## config.mk

```make
export PLATFORM = sky130hd
export DESIGN_NAME = pixel_wire_packer
export DESIGN_NICKNAME = d
export VERILOG_FILES = /design/src/rtl/wpk_pkg.sv /design/src/rtl/wpk_encode.sv /design/src/rtl/wpk_pack.sv /design/src/rtl/wpk_outq.sv /design/src/rtl/pixel_wire_packer.sv
export SDC_FILE = /design/constraint.sdc
export NUM_CORES = 1
export LEC_CHECK = 0
export BUFFER_PORTS_ARGS = -buffer_cell sky130_fd_sc_hd__buf_2
export CAP_MARGIN = 15
export CELL_PAD_IN_SITES_DETAIL_PLACEMENT = 1
export CELL_PAD_IN_SITES_GLOBAL_PLACEMENT = 2
export CORE_AREA = 2 2 218 220
export DETAILED_ROUTE_END_ITERATION = 8
export DIE_AREA = 0 0 220 222
export GPL_TIMING_DRIVEN = 0
export PLACE_DENSITY = 0.87
export SLEW_MARGIN = 30
export SYNTH_ARGS = -nofsm -noshare
export SYNTH_HDL_FRONTEND = slang
export SYNTH_HIERARCHICAL = 1
export SYNTH_SLANG_ARGS = --single-unit
export TNS_END_PERCENT = 50
```

## constraint.sdc

```tcl
create_clock -name clk -period 6.9 [get_ports clk]
set_clock_uncertainty 0.2 [all_clocks]
set_input_delay 1.035 -clock clk [delete_from_list [all_inputs] [get_ports clk]]
set_output_delay 1.035 -clock clk [all_outputs]
set_load 0.05 [all_outputs]
```

## src/rtl/wpk_pkg.sv

```systemverilog
// ----------------------------------------------------------------------------
// wpk_pkg
// Shared types and constants for the pixel wire packer.
// ----------------------------------------------------------------------------
`default_nettype none

package wpk_pkg;

  // Wire format codes
  localparam logic [1:0] FMT_RGB565 = 2'd0;
  localparam logic [1:0] FMT_BGR    = 2'd1;
  localparam logic [1:0] FMT_RGB    = 2'd2;
  localparam logic [1:0] FMT_XRGB   = 2'd3;

  // Word geometry
  localparam int unsigned WORD_BYTES = 8;
  localparam int unsigned HALF_BITS  = 32;

  // Result queue geometry
  localparam int unsigned QDEPTH = 4;
  localparam int unsigned QPTR_W = $clog2(QDEPTH);
  localparam int unsigned QCNT_W = $clog2(QDEPTH + 1);

  // One result item
  typedef struct packed {
    logic [63:0] word;
    logic [3:0]  byte_count;
    logic        last;
  } wpk_result_t;

  // Results produced by one pixel transfer
  typedef struct packed {
    logic        push_full;
    logic        push_part;
    wpk_result_t full;
    wpk_result_t part;
  } wpk_push_t;

endpackage

`default_nettype wire

```

## src/rtl/wpk_encode.sv

```systemverilog
// ----------------------------------------------------------------------------
// wpk_encode
// Converts one XRGB8888 pixel into its wire bytes, low byte first.
// ----------------------------------------------------------------------------
`default_nettype none

module wpk_encode (
  input  wire logic [31:0] pixel,
  input  wire logic [1:0]  wire_format,
  output logic      [31:0] bytes,
  output logic      [2:0]  nbytes
);

  logic [7:0] r;
  logic [7:0] g;
  logic [7:0] b;

  assign r = pixel[23:16];
  assign g = pixel[15:8];
  assign b = pixel[7:0];

  // Per-format byte layout
  always_comb begin
    case (wire_format)
      wpk_pkg::FMT_RGB565: begin
        bytes  = {16'h0000, r[7:3], g[7:2], b[7:3]};
        nbytes = 3'd2;
      end
      wpk_pkg::FMT_BGR: begin
        bytes  = {8'h00, r, g, b};
        nbytes = 3'd3;
      end
      wpk_pkg::FMT_RGB: begin
        bytes  = {8'h00, b, g, r};
        nbytes = 3'd3;
      end
      default: begin
        bytes  = pixel;
        nbytes = 3'd4;
      end
    endcase
  end

endmodule

`default_nettype wire

```

## src/rtl/wpk_pack.sv

```systemverilog
// ----------------------------------------------------------------------------
// wpk_pack
// Holds the pending bytes, merges each pixel in and forms up to two results.
// ----------------------------------------------------------------------------
`default_nettype none

module wpk_pack (
  input  wire logic                clk,
  input  wire logic                rst,
  input  wire logic                accept,
  input  wire logic [31:0]         bytes,
  input  wire logic [2:0]          nbytes,
  input  wire logic                end_of_frame,
  output wpk_pkg::wpk_push_t       push
);

  logic [55:0] pending_bytes;
  logic [2:0]  pending_count;

  logic [5:0]  shift;
  logic [95:0] merged;
  logic [63:0] lo;
  logic [63:0] hi;
  logic [3:0]  total;
  logic        full;
  logic [3:0]  rem;
  logic [63:0] rem_data;

  // Merge new bytes above the pending ones; pending bits above the count are zero
  assign shift  = {pending_count, 3'b000};
  assign merged = {40'h0, pending_bytes} | ({64'h0, bytes} << shift);
  assign lo     = merged[63:0];
  assign hi     = {32'h0, merged[95:64]};
  assign total  = {1'b0, pending_count} + {1'b0, nbytes};
  assign full   = total[3];
  assign rem    = {1'b0, total[2:0]};
  assign rem_data = full ? hi : lo;

  // Full word goes out with halves swapped, the partial one as is
  always_comb begin
    push.push_full       = full;
    push.full.word       = {lo[wpk_pkg::HALF_BITS-1:0], lo[63:wpk_pkg::HALF_BITS]};
    push.full.byte_count = 4'(wpk_pkg::WORD_BYTES);
    push.full.last       = end_of_frame && (rem == 4'd0);
    push.push_part       = end_of_frame && (rem != 4'd0);
    push.part.word       = rem_data;
    push.part.byte_count = rem;
    push.part.last       = 1'b1;
  end

  // Pending state, emptied at end of frame
  always_ff @(posedge clk) begin
    if (rst) begin
      pending_bytes <= '0;
      pending_count <= '0;
    end else if (accept) begin
      if (end_of_frame) begin
        pending_bytes <= '0;
        pending_count <= '0;
      end else begin
        pending_bytes <= rem_data[55:0];
        pending_count <= rem[2:0];
      end
    end
  end

endmodule

`default_nettype wire

```

## src/rtl/wpk_outq.sv

```systemverilog
// ----------------------------------------------------------------------------
// wpk_outq
// Small result queue: takes up to two results per cycle, gives one per cycle.
// ----------------------------------------------------------------------------
`default_nettype none

module wpk_outq (
  input  wire logic                clk,
  input  wire logic                rst,
  input  wire logic                accept,
  input  wire wpk_pkg::wpk_push_t  push,
  output logic                     room,
  output logic                     out_valid,
  input  wire logic                out_ready,
  output wpk_pkg::wpk_result_t     head
);

  wpk_pkg::wpk_result_t entries [wpk_pkg::QDEPTH];

  logic [wpk_pkg::QPTR_W-1:0] wr_ptr;
  logic [wpk_pkg::QPTR_W-1:0] rd_ptr;
  logic [wpk_pkg::QCNT_W-1:0] count;
  logic [wpk_pkg::QPTR_W-1:0] wr_ptr_next;
  logic [wpk_pkg::QPTR_W-1:0] wr_ptr_second;
  logic [wpk_pkg::QCNT_W-1:0] count_next;

  logic                 push_first;
  logic                 push_second;
  logic [1:0]           npush;
  logic                 pop;
  wpk_pkg::wpk_result_t first;

  // Room means three or more free slots; the worst pixel needs two
  assign room      = count <= wpk_pkg::QCNT_W'(1);
  assign out_valid = count != '0;
  assign head      = entries[rd_ptr];
  assign pop       = out_valid && out_ready;

  assign push_first    = accept && (push.push_full || push.push_part);
  assign push_second   = accept && push.push_full && push.push_part;
  assign first         = push.push_full ? push.full : push.part;
  assign npush         = {1'b0, push_first} + {1'b0, push_second};
  assign wr_ptr_second = wr_ptr + 1'b1;
  assign wr_ptr_next   = wr_ptr + wpk_pkg::QPTR_W'(npush);
  assign count_next    = count + wpk_pkg::QCNT_W'(npush) - wpk_pkg::QCNT_W'(pop);

  // Entry storage
  always_ff @(posedge clk) begin
    if (push_first) begin
      entries[wr_ptr] <= first;
    end
    if (push_second) begin
      entries[wr_ptr_second] <= push.part;
    end
  end

  // Pointers and fill level
  always_ff @(posedge clk) begin
    if (rst) begin
      wr_ptr <= '0;
      rd_ptr <= '0;
      count  <= '0;
    end else begin
      wr_ptr <= wr_ptr_next;
      count  <= count_next;
      if (pop) begin
        rd_ptr <= rd_ptr + 1'b1;
      end
    end
  end

endmodule

`default_nettype wire

```

## src/rtl/pixel_wire_packer.sv

```systemverilog
// ----------------------------------------------------------------------------
// pixel_wire_packer
// XRGB8888 pixel to wire format converter and 64-bit word packer.
// ----------------------------------------------------------------------------
// One pixel is taken per clock while the queue has room. Each pixel is
// encoded (RGB565, B,G,R, R,G,B or the raw four bytes, chosen by
// wire_format) and merged combinationally with the pending bytes; full
// words leave with their 32-bit halves swapped, and at end of frame the
// remaining bytes leave zero-padded, unswapped, with their byte count.
// Results pass through a four-entry queue, so a pixel is accepted while
// up to one result is still waiting downstream; a pixel that pushes two
// results stalls the input behind it. The user must write wire_format
// via cfg_write/cfg_data only while the packer is idle; the block does not
// enforce this. Pending bytes survive a format change within a frame.
// ----------------------------------------------------------------------------
`default_nettype none

module pixel_wire_packer (
  input  wire logic        clk,
  input  wire logic        rst,
  input  wire logic        cfg_write,
  input  wire logic [1:0]  cfg_data,
  input  wire logic        in_valid,
  output logic             in_ready,
  input  wire logic [31:0] pixel,
  input  wire logic        end_of_frame,
  output logic             out_valid,
  input  wire logic        out_ready,
  output logic [63:0]      word,
  output logic [3:0]       byte_count,
  output logic             last
);

  logic [1:0]           wire_format_reg;
  logic                 accept;
  logic [31:0]          bytes;
  logic [2:0]           nbytes;
  wpk_pkg::wpk_push_t   push;
  wpk_pkg::wpk_result_t head;

  // Format register
  always_ff @(posedge clk) begin
    if (rst) begin
      wire_format_reg <= wpk_pkg::FMT_RGB565;
    end else if (cfg_write) begin
      wire_format_reg <= cfg_data;
    end
  end

  assign accept = in_valid && in_ready;

  wpk_encode u_encode (
    .pixel       (pixel),
    .wire_format (wire_format_reg),
    .bytes       (bytes),
    .nbytes      (nbytes)
  );

  wpk_pack u_pack (
    .clk          (clk),
    .rst          (rst),
    .accept       (accept),
    .bytes        (bytes),
    .nbytes       (nbytes),
    .end_of_frame (end_of_frame),
    .push         (push)
  );

  wpk_outq u_outq (
    .clk       (clk),
    .rst       (rst),
    .accept    (accept),
    .push      (push),
    .room      (in_ready),
    .out_valid (out_valid),
    .out_ready (out_ready),
    .head      (head)
  );

  assign word       = head.word;
  assign byte_count = head.byte_count;
  assign last       = head.last;

endmodule

`default_nettype wire

```

Yosys cells after proc, flatten, opt, wreduce, memory -nomap -nowiden
Memories as Yosys holds them, arrays and structs flattened. A register that Yosys moved wholly into a read port is not among the register bits.
Cells that the tools add are included.
{"block": "classes", "n_bitwise": 1, "eq_ne": 2, "div": 0, "addsub": 7, "reduce_logical": 13, "order_cmp": 1, "shifts": 1, "mux": 12, "n_mul": 0}
{"op": "bitwise OR 56 x 96 -> 96 bit", "count": 1}
{"op": "case mux 32 bit (3 select lines)", "count": 1}
{"op": "<< shifter 32 x 6 -> 96 bit", "count": 1}
{"op": "two-way mux 69 bit", "count": 1}
{"op": "two-way mux 64 bit", "count": 1}
{"op": "two-way mux 56 bit", "count": 1}
{"op": "logical AND 1 bit", "count": 7}
{"op": "case mux 3 bit (2 select lines)", "count": 1}
{"op": "adder 2 x 1 -> 2 bit, second input constant", "count": 2}
{"op": "adder 3 x 3 -> 4 bit", "count": 1}
{"op": "zero test 4 bit", "count": 1}
{"op": "two-way mux 1 bit", "count": 4}
{"op": "two-way mux 2 bit", "count": 2}
{"op": "nonzero test 4 bit", "count": 1}
{"op": "adder 3 x 2 -> 3 bit", "count": 1}
{"op": "<= comparator 3 x 1 -> 1 bit, second input constant", "count": 1}
{"op": "two-way mux 3 bit", "count": 1}
{"op": "nonzero test 3 bit", "count": 1}
{"op": "subtractor 3 x 1 -> 3 bit", "count": 1}
{"op": "adder 1 x 1 -> 2 bit", "count": 1}
{"op": "adder 2 bit", "count": 1}
{"op": "equality test 2 x 1 -> 1 bit, second input constant", "count": 1}
{"op": "equality test 2 bit, second input constant", "count": 1}
{"op": "zero test 2 bit", "count": 1}
{"op": "other kinds (2)", "count": 2}
{"block": "word_totals", "ff_bits": 68, "latch_bits": 0, "memories": 1, "word_cells": 44, "out_inout_bits": 71, "ramBits": 276, "input_bits": 40, "mem_bits_ro": 0}
{"memory": "u_outq.entries", "words": 4, "word_bits": 69, "read_ports": 1, "rd_clocked_by_memory_dff": 1, "write_ports": 2, "line_no": "wpk_outq.sv:18", "rtl": "wpk_pkg::wpk_result_t entries [wpk_pkg::QDEPTH];"}

Logic depth before layout (Yosys ltp)
Gate-level depths: netlist of the first run.
{"block": "depth", "ltp_word": 11, "mapped_depth": 20, "depth_no_buf": 17}

Cells and area by module
Netlist of the first run, hierarchy kept.
{"mod": "wpk_outq", "cells_each": 726, "n_inst": 1, "seq_area_each_um2": 8468.1, "area_per_inst_um2": 13753.2}
{"mod": "wpk_pack", "cells_each": 512, "n_inst": 1, "seq_area_each_um2": 1181.1, "area_per_inst_um2": 4091.4}
{"mod": "wpk_encode", "cells_each": 60, "n_inst": 1, "seq_area_each_um2": 0.0, "area_per_inst_um2": 475.5}
{"mod": "pixel_wire_packer", "cells_each": 7, "n_inst": 1, "seq_area_each_um2": 40.0, "area_per_inst_um2": 73.8}

Least setup slack after synthesis of the first run
OpenSTA, ideal clock, no wires.
{"block": "synth_timing", "kind": "register -> register", "startpoint": "register wire_format_reg[0]", "endpoint": "memory u_outq/entries[1][0] (netlist bit), enable pin", "setup_time_ps": 519, "slack_ps": 312, "required_ps": 6181, "path_stages_with_launch": 14, "synth_period_minus_slack_ps": 6588, "arrival_ps": 5869, "path_buffers": 5, "cell_sequence": "dfxtp_1 > ha_1 > buf_2 > buf_2 > inv_1 > ha_1 > a21o_1 > a21oi_1 > inv_2 > clkbuf_1 > clkbuf_1 > buf_2 > o21ai_0 > a21oi_1"}
{"element": "from (decl)", "line_no": "pixel_wire_packer.sv:34", "rtl": "logic [1:0] wire_format_reg;"}
{"element": "from (signal assigned)", "line_no": "pixel_wire_packer.sv:44", "rtl": "wire_format_reg <= wpk_pkg::FMT_RGB565;"}
{"element": "from (signal assigned)", "line_no": "pixel_wire_packer.sv:46", "rtl": "wire_format_reg <= cfg_data;"}
{"element": "to (decl)", "line_no": "wpk_outq.sv:18"}

==> results of run 1 <==
## Yosys cell counts (all sizes together), types with 18 or more instances
cell type	n
mux4	69
o21ai	31
and2	28
mux2	310
nand2	34
a221o	22
dfxtp	70
edfxtp	276
clkbuf	26
inv	54
a221oi	20
a22o	25
nor2	72
buf	72
a21oi	33
mux2i	18
## stage by stage
stage          area (um^2)  setup slack (ns)  hold WS [ns]
2_1_floorplan        18400             0.312         0.225
6_report             21400              1.22         0.256
5_1_grt              21400             0.890         0.283
3_5_place_dp         20200              1.24         0.242
4_1_cts              21400              1.21         0.256
3_3_place_gp         19700             -4.35         0.236
## power by group through the flow
stage          sequential [uW]  combinational (uW)  clock [uW]
2_1_floorplan             2510                1650           0
4_1_cts                   2470                2300        2030
3_3_place_gp              2540                2190           0
5_1_grt                   2480                2410        2100
3_5_place_dp              2520                2290           0
6_report                  2470                2290        1980
## cell usage in the layout, fill, tap and decap left out, types with 26 or more instances in the layout
cell       instances
o21ai_0           26
edfxtp_1         276
nor2_1            72
mux2_1            40
nand2_1           33
buf_2            157
clkbuf_16         41
mux2_2           265
and2_1            28
clkbuf_1          36
dfxtp_1           70
mux4_2            69
inv_1             53
a21oi_1           31
## final cells by class
cell class                      count  area [um^2]  area share [%]
Sequential cell                   346         9690            45.3
Multi-Input combinational cell    811         8020            37.4
Clock buffer                       56         1130            5.29
Timing Repair Buffer              131          991            4.63
Tap cell                          607          759            3.55
Buffer                             98          551            2.57
Inverter                           54          203           0.947
Clock inverter                     14         70.1           0.327
## worst max-delay path by stage
stage,start,to,slack (ns),depth (start not counted)
4_1_cts,wire_format_reg[0],u_outq/count[2],1.21,20
3_3_place_gp,wire_format_reg[0],u_outq/entries[3][19],-4.35,13
5_1_grt,wire_format_reg[1],u_outq/count[2],0.89,20
3_5_place_dp,wire_format_reg[0],u_outq/count[2],1.24,20
6_report,wire_format_reg[1],u_outq/count[2],1.22,20
2_1_floorplan,wire_format_reg[0],u_outq/entries[1][0],0.31,13
## logic make-up (layout without fill, tap and decap cells)
| group | count (synthesis) | in the layout |
|---|---|---|
| xor+xnor | 6 | 6 |
| flops | 346 | 346 |
| other cells | 2 | 6 |
| buf+inv | 152 | 353 |
| fa+ha+maj | 14 | 14 |
| mux | 397 | 397 |
| compound gates | 209 | 209 |
| simple gates | 179 | 179 |
## routing by layer
metal | track usage [%] | wire (um) | part of all wire (%)
met3 | 4.97 | 4100 | 7.2
met2 | 38.0 | 27200 | 48
met4 | 7.08 | 1500 | 2.6
met5 | 0 | 13 | 0.023
met1 | 31.8 | 24300 | 43
## critical path: stages, from the launching register on
cell,delay [ns]
dfxtp_1,0.38
ha_1,0.31
buf_2,0.26
buf_2,0.34
inv_1,0.12
ha_1,0.30
a21o_1,0.21
a21oi_1,0.53
inv_2,0.15
clkbuf_1,0.30
clkbuf_1,0.44
buf_2,0.33
o21a_1,0.21
ha_1,0.29
inv_1,0.05
ha_1,0.26
inv_1,0.04
ha_1,0.19
fa_1,0.43
xnor2_1,0.18
nor2_1,0.05
==> impl_metrics.env, run 1 <==
export IMPL_fin_crit_ns=5.68
export IMPL_nFillCells=4722
export IMPL_yosys_mux_area_fraction_pct=28.5
export IMPL_final_setup_tns_ns=0
export IMPL_layout_drive_gt1_share_pct=40.6
export IMPL_start_util_pct=39.8
export IMPL_synthAdderAreaFrac_pct=1.03
export IMPL_leakage_uw=0.00796
export IMPL_ys_types=61
export IMPL_fin_util_pct=46.3
export IMPL_syn_cell_area_mm2=0.0184
export IMPL_synth_edff_count=276
export IMPL_placed_cells=2047
export IMPL_critPathArrivalTime_ns=5.91
export IMPL_io_pins=111
export IMPL_crit_path_end_kind="flip-flop"
export IMPL_synth_top_family_by_area="multiplexers"
export IMPL_yosys_warnings=6
export IMPL_nNetsFinal=1535
export IMPL_reg2reg_to="u_outq/count[2]"
export IMPL_synthArstFlopShare_pct=0
export IMPL_grt_start_max_net_pins=17
export IMPL_cp_max_fo=10
export IMPL_slew_viol_final=0
export IMPL_vias=12305
export IMPL_cts_buffers=39
export IMPL_reg2reg_depth=20
export IMPL_via_per_inst=5.81
export IMPL_total_power_uw=6740
export IMPL_grt_first_pass_wirelength_mm=85.2
export IMPL_drc_errors=0
export IMPL_ys_seq_elements=346
export IMPL_p_int_uw=4350
export IMPL_place_gp_congestion=0.922
export IMPL_track_usage_pct=23.5
export IMPL_grt_overflow=0
export IMPL_netlist_instances=1305
export IMPL_rows=79
export IMPL_worstHoldStart="u_pack/pending_bytes[34]"
export IMPL_clock_path_buffers=3
export IMPL_htreeDepth=2
export IMPL_port_buffers=110
export IMPL_cts_resized=0
export IMPL_synth_top_cell_area_share_pct=45.1
export IMPL_timing_fmax_ghz=0.176
export IMPL_drt_total_wl_mm=57.1
export IMPL_area_growth_pct=16.4
export IMPL_synthSimpleGateAreaFrac_pct=4.75
export IMPL_synth_compound_area_share_pct=8.61
export IMPL_relSlewSlack_pct=33.3
export IMPL_hold_class="flip-flop to flip-flop"
export IMPL_timing_final_crit_share_pct=82.3
export IMPL_p_switching_uw=2390
export IMPL_dp_hpwl_mm=41.3
export IMPL_synth_largest_area_cell="edfxtp_1"
export IMPL_cts_tree="yes"
export IMPL_postSynthAreaPerCell_um2=14.1
export IMPL_start_kind="flip-flop"
export IMPL_vdd_ir_drop_max_v=0.000251
export IMPL_die_height_um=222
export IMPL_die_w_um=220
export IMPL_power_frac_comb_pct=33.9
export IMPL_coreArea_mm2=0.0463
export IMPL_grt_pass1_vias=13289
export IMPL_worst_ep_required_time_ns=7.13
export IMPL_power_frac_clock_pct=29.4
export IMPL_worstReg2RegStart="wire_format_reg[1]"
export IMPL_hold_violations=0
export IMPL_crit_type="flip-flop to flip-flop"
export IMPL_hold_end="u_pack/pending_bytes[34]"
export IMPL_cts_root_buf="clkbuf_16"
export IMPL_switching_share_pct=35.5
export IMPL_insertion_delay_ns=0.55
export IMPL_ys_flop_type="edfxtp_1"
export IMPL_diodes=0
export IMPL_antenna_left=0
export IMPL_outcome="finished, final reports clean"
export IMPL_floorplan_die_area_mm2=0.0488
export IMPL_whs_path_depth=2
export IMPL_pwr_share_seq_pct=36.7
export IMPL_yosys_top_cells_area="edfxtp_1 45%, mux2_2 16%, mux4_2 8.4%"
export IMPL_top_regs="u_outq/entries (276), u_pack/pending_bytes (56)"
export IMPL_largest_reg_flops=276
export IMPL_rrSetupSlack_ns=1.22
export IMPL_worst_pin_slew_ns=1.00
export IMPL_post_cts_buffers=0
export IMPL_stdcell_count=2117
export IMPL_drt_initial_drc_count=1063
export IMPL_rsz0062_at_grt="false"
export IMPL_antenna_found_initial=1
export IMPL_yosysSeqAreaShare_pct=52.7
export IMPL_cts_sinks=346
export IMPL_setup_viol=0
export IMPL_yosys_area_share_xor_xnor_pct=0.286
export IMPL_firstDrtPassIters=5
export IMPL_drv_cap=0
export IMPL_wl_per_cell_um=27.0
export IMPL_powerDensity_mw_per_mm2=315
export IMPL_clkSlewWorstSetupHoldPaths_ns=0.05
export IMPL_hold_buffers=0
export IMPL_regMostFlops="u_outq/entries"
Power figures use the tool's default switching activity.
==> run 2: changes to the inputs <==
Settings changed: CORE_AREA 2 2 218 220 to 2 2 208 210, DIE_AREA 0 0 220 222 to 0 0 210 212, PLACE_DENSITY 0.87 to 0.9.
Clock period 6.9 ns to 5.95 ns, I/O delays scaled along.
==> impl_metrics.env, run 2 (synthesized netlist as in run 1, its figures left out) <==
export IMPL_powerDensity_mw_per_mm2=364
export IMPL_layout_common_cells="276 x edfxtp_1, 265 x mux2_2, 157 x buf_2"
export IMPL_regArea_mm2=0.00969
export IMPL_die_w_um=210
export IMPL_setup_viol=0
export IMPL_vdd_ir_drop_max_v=0.000282
export IMPL_crit_slowest_cell="a21oi_4"
export IMPL_slew_viol_final=0
export IMPL_clkSlewWorstSetupHoldPaths_ns=0.06
export IMPL_diodes=0
export IMPL_cp_cell_sequence="ha_1, buf_2, buf_2, inv_1, ha_1, a21o_1, a21oi_1, inv_2, clkbuf_1, clkbuf_2, buf_2, o21ai_0, a21oi_4, buf_16, buf_16, buf_8, buf_8"
export IMPL_cts_tree="yes"
export IMPL_drv_cap=0
export IMPL_hold_class="flip-flop to flip-flop"
export IMPL_crit_family="buffers and inverters"
export IMPL_hold_violations=0
export IMPL_largest_reg_flops=276
export IMPL_multi_input_area_mm2=0.00802
export IMPL_cp_max_fo=14
export IMPL_rsz0062_at_grt="false"
export IMPL_timing_final_crit_share_pct=92.7
export IMPL_place_gp_congestion=0.940
export IMPL_track_usage_pct=25.4
export IMPL_port_buffers=110
export IMPL_cts_root_buf="clkbuf_16"
export IMPL_slowest_delay_ns=0.64
export IMPL_regMostFlops="u_outq/entries"
export IMPL_final_common_cell="edfxtp_1"
export IMPL_outcome="finished, final reports clean"
export IMPL_area_growth_pct=15.2
export IMPL_cp_common_cell="buf_2"
export IMPL_post_cts_buffers=0
export IMPL_fin_crit_ns=5.51
export IMPL_rows=76
export IMPL_antenna_left=0
export IMPL_layout_drive_gt1_share_pct=40.9
export IMPL_timing_fmax_ghz=0.181
export IMPL_grt_overflow=0
export IMPL_top_regs="u_outq/entries (276), u_pack/pending_bytes (56)"
export IMPL_wl_per_cell_um=27.4
export IMPL_final_setup_tns_ns=0
export IMPL_die_height_um=212
export IMPL_hold_buffers=0
export IMPL_whs_path_depth=2
export IMPL_reg2reg_depth=17
export IMPL_start_util_pct=43.3
export IMPL_dp_hpwl_mm=40.7
export IMPL_post_dp_cell_area_mm2=0.0201
export IMPL_critPathArrivalTime_ns=5.57
export IMPL_crit_type="flip-flop to flip-flop"
export IMPL_worst_pin_slew_ns=0.992
export IMPL_floorplan_die_area_mm2=0.0445
export IMPL_grt_start_max_net_pins=17
export IMPL_worst_ep_required_time_ns=6.01
export IMPL_cp_depth=17
export IMPL_nNetsFinal=1533
export IMPL_timing_critical_path_buf_inv=11
export IMPL_relSlewSlack_pct=33.4
export IMPL_drt_initial_drc_count=1080
export IMPL_htreeDepth=2
export IMPL_io_pins=111
export IMPL_cts_buffers=38
export IMPL_nFillCells=4234
export IMPL_drt_total_wl_mm=56.2
export IMPL_drc_errors=0
export IMPL_crit_path_end_kind="flip-flop"
export IMPL_leakage_uw=0.00792
export IMPL_insertion_delay_ns=0.54
export IMPL_grt_first_pass_wirelength_mm=84.0
export IMPL_via_per_inst=6.04
export IMPL_start_kind="flip-flop"
export IMPL_clock_path_buffers=3
export IMPL_grt_pass1_vias=13195
export IMPL_antenna_found_initial=2
export IMPL_total_power_uw=7720
export IMPL_finalInstanceArea_mm2=0.0212
export IMPL_vias=12393
export IMPL_coreArea_mm2=0.0425
export IMPL_cts_sinks=346
export IMPL_firstDrtPassIters=5
## run 2: cell types whose count changed in the layout (fill, tap and decap cells not counted), sizes merged
cell | previous run | this run
buf | 203 | 202
clkbuf | 82 | 73
clkinv | 11 | 16
bufinv | 0 | 1
inv | 55 | 56
## run 2: layout make-up
type / instances / share of cell area (%)
sequential: 346 / 45.7
multi-input combinational: 811 / 37.8
clock buffer: 47 / 4.69
timing repair buffer: 130 / 4.31
tap: 546 / 3.22
buffer: 98 / 2.61
inverter: 54 / 0.956
clock inverter: 21 / 0.685
## run 2: stage by stage
stage | std cells | hold slack (ns) | util [%] | worst slack [ns]
after floorplan | 1309 | 0.225 | - | -0.638
after global placement | 1965 | 0.236 | 46.2 | -5.10
after detailed placement | 1985 | 0.243 | 47.2 | 0.145
after CTS | 2053 | 0.257 | 49.9 | 0.136
after global routing | 2053 | 0.273 | 49.9 | 0.0823
final | 2053 | 0.260 | 49.9 | 0.436
## run 2: routing by layer
layer  track usage, %  vias up  wire length (um)
met5                0        -                11
met4             10.0        2              2050
met3             4.68      105              3930
met2             41.5      475             26600
met1             33.6     6389             23600
li1                 -     5422                 -
## run 2: path summary, 6_finish.rpt
path,slack [ns],from,endpoint
worst max-delay path,0.44,wire_format_reg[0],u_outq/entries[1][21]
worst min-delay path,0.26,u_pack/pending_bytes[34],u_pack/pending_bytes[34]
worst max register to register,0.44,wire_format_reg[0],u_outq/entries[1][21]
worst min register to register,0.26,u_pack/pending_bytes[34],u_pack/pending_bytes[34]
## run 2: timing repair
action,4_1_cts,5_1_grt
setup endpoints to repair,0,21
resized for setup,0,2
endpoints found under the hold margin,0,0
## run 2: power by group
part	switching [uW]	internal (uW)	leakage, uW
clock	981	1240	0.000562
combinational	1740	897	0.00433
sequential	52.0	2820	0.00303
total	2770	4950	0.00792
## run 2: worst min-delay path: stages (launching register included)
cell      delay [ns]
dfxtp_1         0.31
nand2_1         0.05
a21boi_1        0.05
==> run 3: changes to the inputs <==
Settings changed: CORE_AREA 2 2 208 210 to 2 2 251 253, DIE_AREA 0 0 210 212 to 0 0 253 255, MAX_ROUTING_LAYER from default to met4, PLACE_DENSITY 0.9 to 0.69.
==> impl_metrics.env, run 3 (synthesized netlist as in run 1, its figures left out) <==
export IMPL_pre_cts_ws_ns=0.204
export IMPL_hold_worst_slack_ns=0.256
export IMPL_grt_pass1_vias=12802
export IMPL_rrSetupSlack_ns=0.60
export IMPL_diodes=0
export IMPL_cp_common_cell="ha_1"
export IMPL_relSlewSlack_pct=35.9
export IMPL_rsz0062_at_grt="false"
export IMPL_cts_tree="yes"
export IMPL_area_growth_pct=18.4
export IMPL_setup_slack_ns=0.596
export IMPL_hold_end="u_pack/pending_bytes[37]"
export IMPL_reg2reg_to="u_outq/count[2]"
export IMPL_hold_class="flip-flop to flip-flop"
export IMPL_layout_common_cells="276 x edfxtp_1, 265 x mux2_2, 157 x buf_2"
export IMPL_top_regs="u_outq/entries (276), u_pack/pending_bytes (56)"
export IMPL_clkSlewWorstSetupHoldPaths_ns=0.06
export IMPL_coreArea_mm2=0.0622
export IMPL_timing_final_crit_share_pct=90.0
export IMPL_crit_slowest_cell="dfxtp_1"
export IMPL_outcome="finished, final reports clean"
export IMPL_grt_first_pass_wirelength_mm=86.9
export IMPL_antenna_found_initial=0
export IMPL_io_pins=111
export IMPL_regMostFlops="u_outq/entries"
export IMPL_floorplan_die_area_mm2=0.0645
export IMPL_slew_viol_final=0
export IMPL_port_buffers=110
export IMPL_start_util_pct=29.6
export IMPL_critPathArrivalTime_ns=5.59
export IMPL_placed_cells=2238
export IMPL_worst_pin_slew_ns=0.962
export IMPL_slowest_delay_ns=0.46
export IMPL_htreeDepth=2
export IMPL_cts_root_buf="clkbuf_16"
export IMPL_wl_per_cell_um=25.6
export IMPL_worstHoldStart="u_pack/pending_bytes[37]"
export IMPL_powerDensity_mw_per_mm2=368
export IMPL_insertion_delay_ns=0.56
export IMPL_die_w_um=253
export IMPL_worstReg2RegStart="wire_format_reg[0]"
export IMPL_die_height_um=255
export IMPL_vias=12109
export IMPL_hold_violations=0
export IMPL_drc_errors=0
export IMPL_place_gp_congestion=0.890
export IMPL_timing_critical_path_buf_inv=9
export IMPL_post_cts_buffers=0
export IMPL_cp_max_fo=10
export IMPL_cts_sinks=346
export IMPL_drt_total_wl_mm=59.1
export IMPL_rows=92
export IMPL_timing_fmax_ghz=0.187
export IMPL_cp_cell_sequence="ha_1, buf_2, buf_2, inv_1, ha_1, a21o_1, a21oi_2, inv_2, clkbuf_1, clkbuf_2, buf_2, o21a_1, ha_1, inv_1, ha_1, inv_1, ha_1, fa_1, xnor2_1, nor2_1"
export IMPL_track_usage_pct=19.0
export IMPL_drt_initial_drc_count=873
export IMPL_vdd_ir_drop_max_v=0.000194
export IMPL_firstDrtPassIters=5
export IMPL_antenna_left=0
export IMPL_nNetsFinal=1536
export IMPL_setup_viol=0
export IMPL_dp_hpwl_mm=43.5
export IMPL_crit_path_end_kind="flip-flop"
export IMPL_crit_type="flip-flop to flip-flop"
export IMPL_largest_reg_flops=276
export IMPL_reg2reg_depth=20
export IMPL_fin_util_pct=35.1
export IMPL_grt_start_max_net_pins=17
export IMPL_worst_ep_required_time_ns=6.19
export IMPL_via_per_inst=5.24
export IMPL_stdcell_count=2312
export IMPL_drv_cap=0
export IMPL_whs_path_depth=2
export IMPL_clock_path_buffers=3
export IMPL_nFillCells=6511
export IMPL_multi_input_area_mm2=0.00803
export IMPL_layout_drive_gt1_share_pct=40.9
export IMPL_grt_overflow=0
export IMPL_leakage_uw=0.00803
export IMPL_regArea_mm2=0.00969
export IMPL_crit_family="buffers and inverters"
export IMPL_start_kind="flip-flop"
export IMPL_fin_crit_ns=5.35
export IMPL_final_setup_tns_ns=0
export IMPL_final_common_cell="edfxtp_1"
export IMPL_cts_buffers=41
-- run 3: cell count changes in the layout (fill, tap and decap cells not counted), moves of 2 or more --
cell       delta
clkbuf_8      +2
clkinv_1      +3
buf_16        +7
clkinv_2      -6
bufinv_16     +2
clkbuf_1      +3
clkbuf_16     +5
buf_8         -7
-- run 3: repair_timing --
action                                  in CTS  in global routing
endpoints found under the hold margin        0                  0
endpoints found under the setup margin       0                 12
hold buffers                                 0                  0
gates resized for setup                      0                  4
-- run 3: worst max-delay path by stage --
stage                     slack (ns)               endpoint          startpoint  cells after the start
after floorplan                -0.64   u_outq/entries[1][0]  wire_format_reg[0]                     13
after global placement         -5.52  u_outq/entries[3][19]  wire_format_reg[0]                     13
after detailed placement        0.20  u_outq/entries[1][50]  wire_format_reg[1]                     16
after CTS                       0.19  u_outq/entries[1][52]  wire_format_reg[1]                     16
after global routing            0.23        u_outq/count[2]  wire_format_reg[1]                     20
final                           0.60        u_outq/count[2]  wire_format_reg[0]                     20
-- run 3: layout make-up --
class	count	share of cell area (%)
sequential	346	44.5
timing repair buffer	130	4.59
inverter	54	0.930
tap	799	4.59
clock buffer	57	5.32
clock inverter	17	0.724
buffer	98	2.54
multi-input combinational	811	36.8
-- run 3: metal layers --
| layer | GRT usage [%] | up-vias | share of wire (%) |
|---|---|---|---|
| met4 | 4.62 | 0 | 2.1 |
| met2 | 30.2 | 329 | 47 |
| met3 | 3.73 | 68 | 5.6 |
| li1 | - | 5415 | - |
| met1 | 24.9 | 6297 | 45 |
| met5 | - | - | 0 |
-- run 3: worst min-delay path, delay by kind of cell (launching register included) --
family / cells / cell delay (ns)
flip-flops: 1 / 0.31
AND/OR/NAND/NOR: 1 / 0.05
AO/OA/AOI/OAI: 1 / 0.05
-- run 3: metrics by stage --
stage	area [um^2]	power (uW)
2_1_floorplan	18400	4830
3_3_place_gp	20000	5520
3_5_place_dp	20500	5590
4_1_cts	21800	8110
5_1_grt	21800	8360
6_report	21800	8010
-- run 3: power breakdown --
group	internal [uW]	switching [uW]	total (uW)	leakage, uW
Sequential	2820	49.2	2870	0.00303
Clock	1490	1010	2500	0.000644
Combinational	902	1740	2650	0.00436
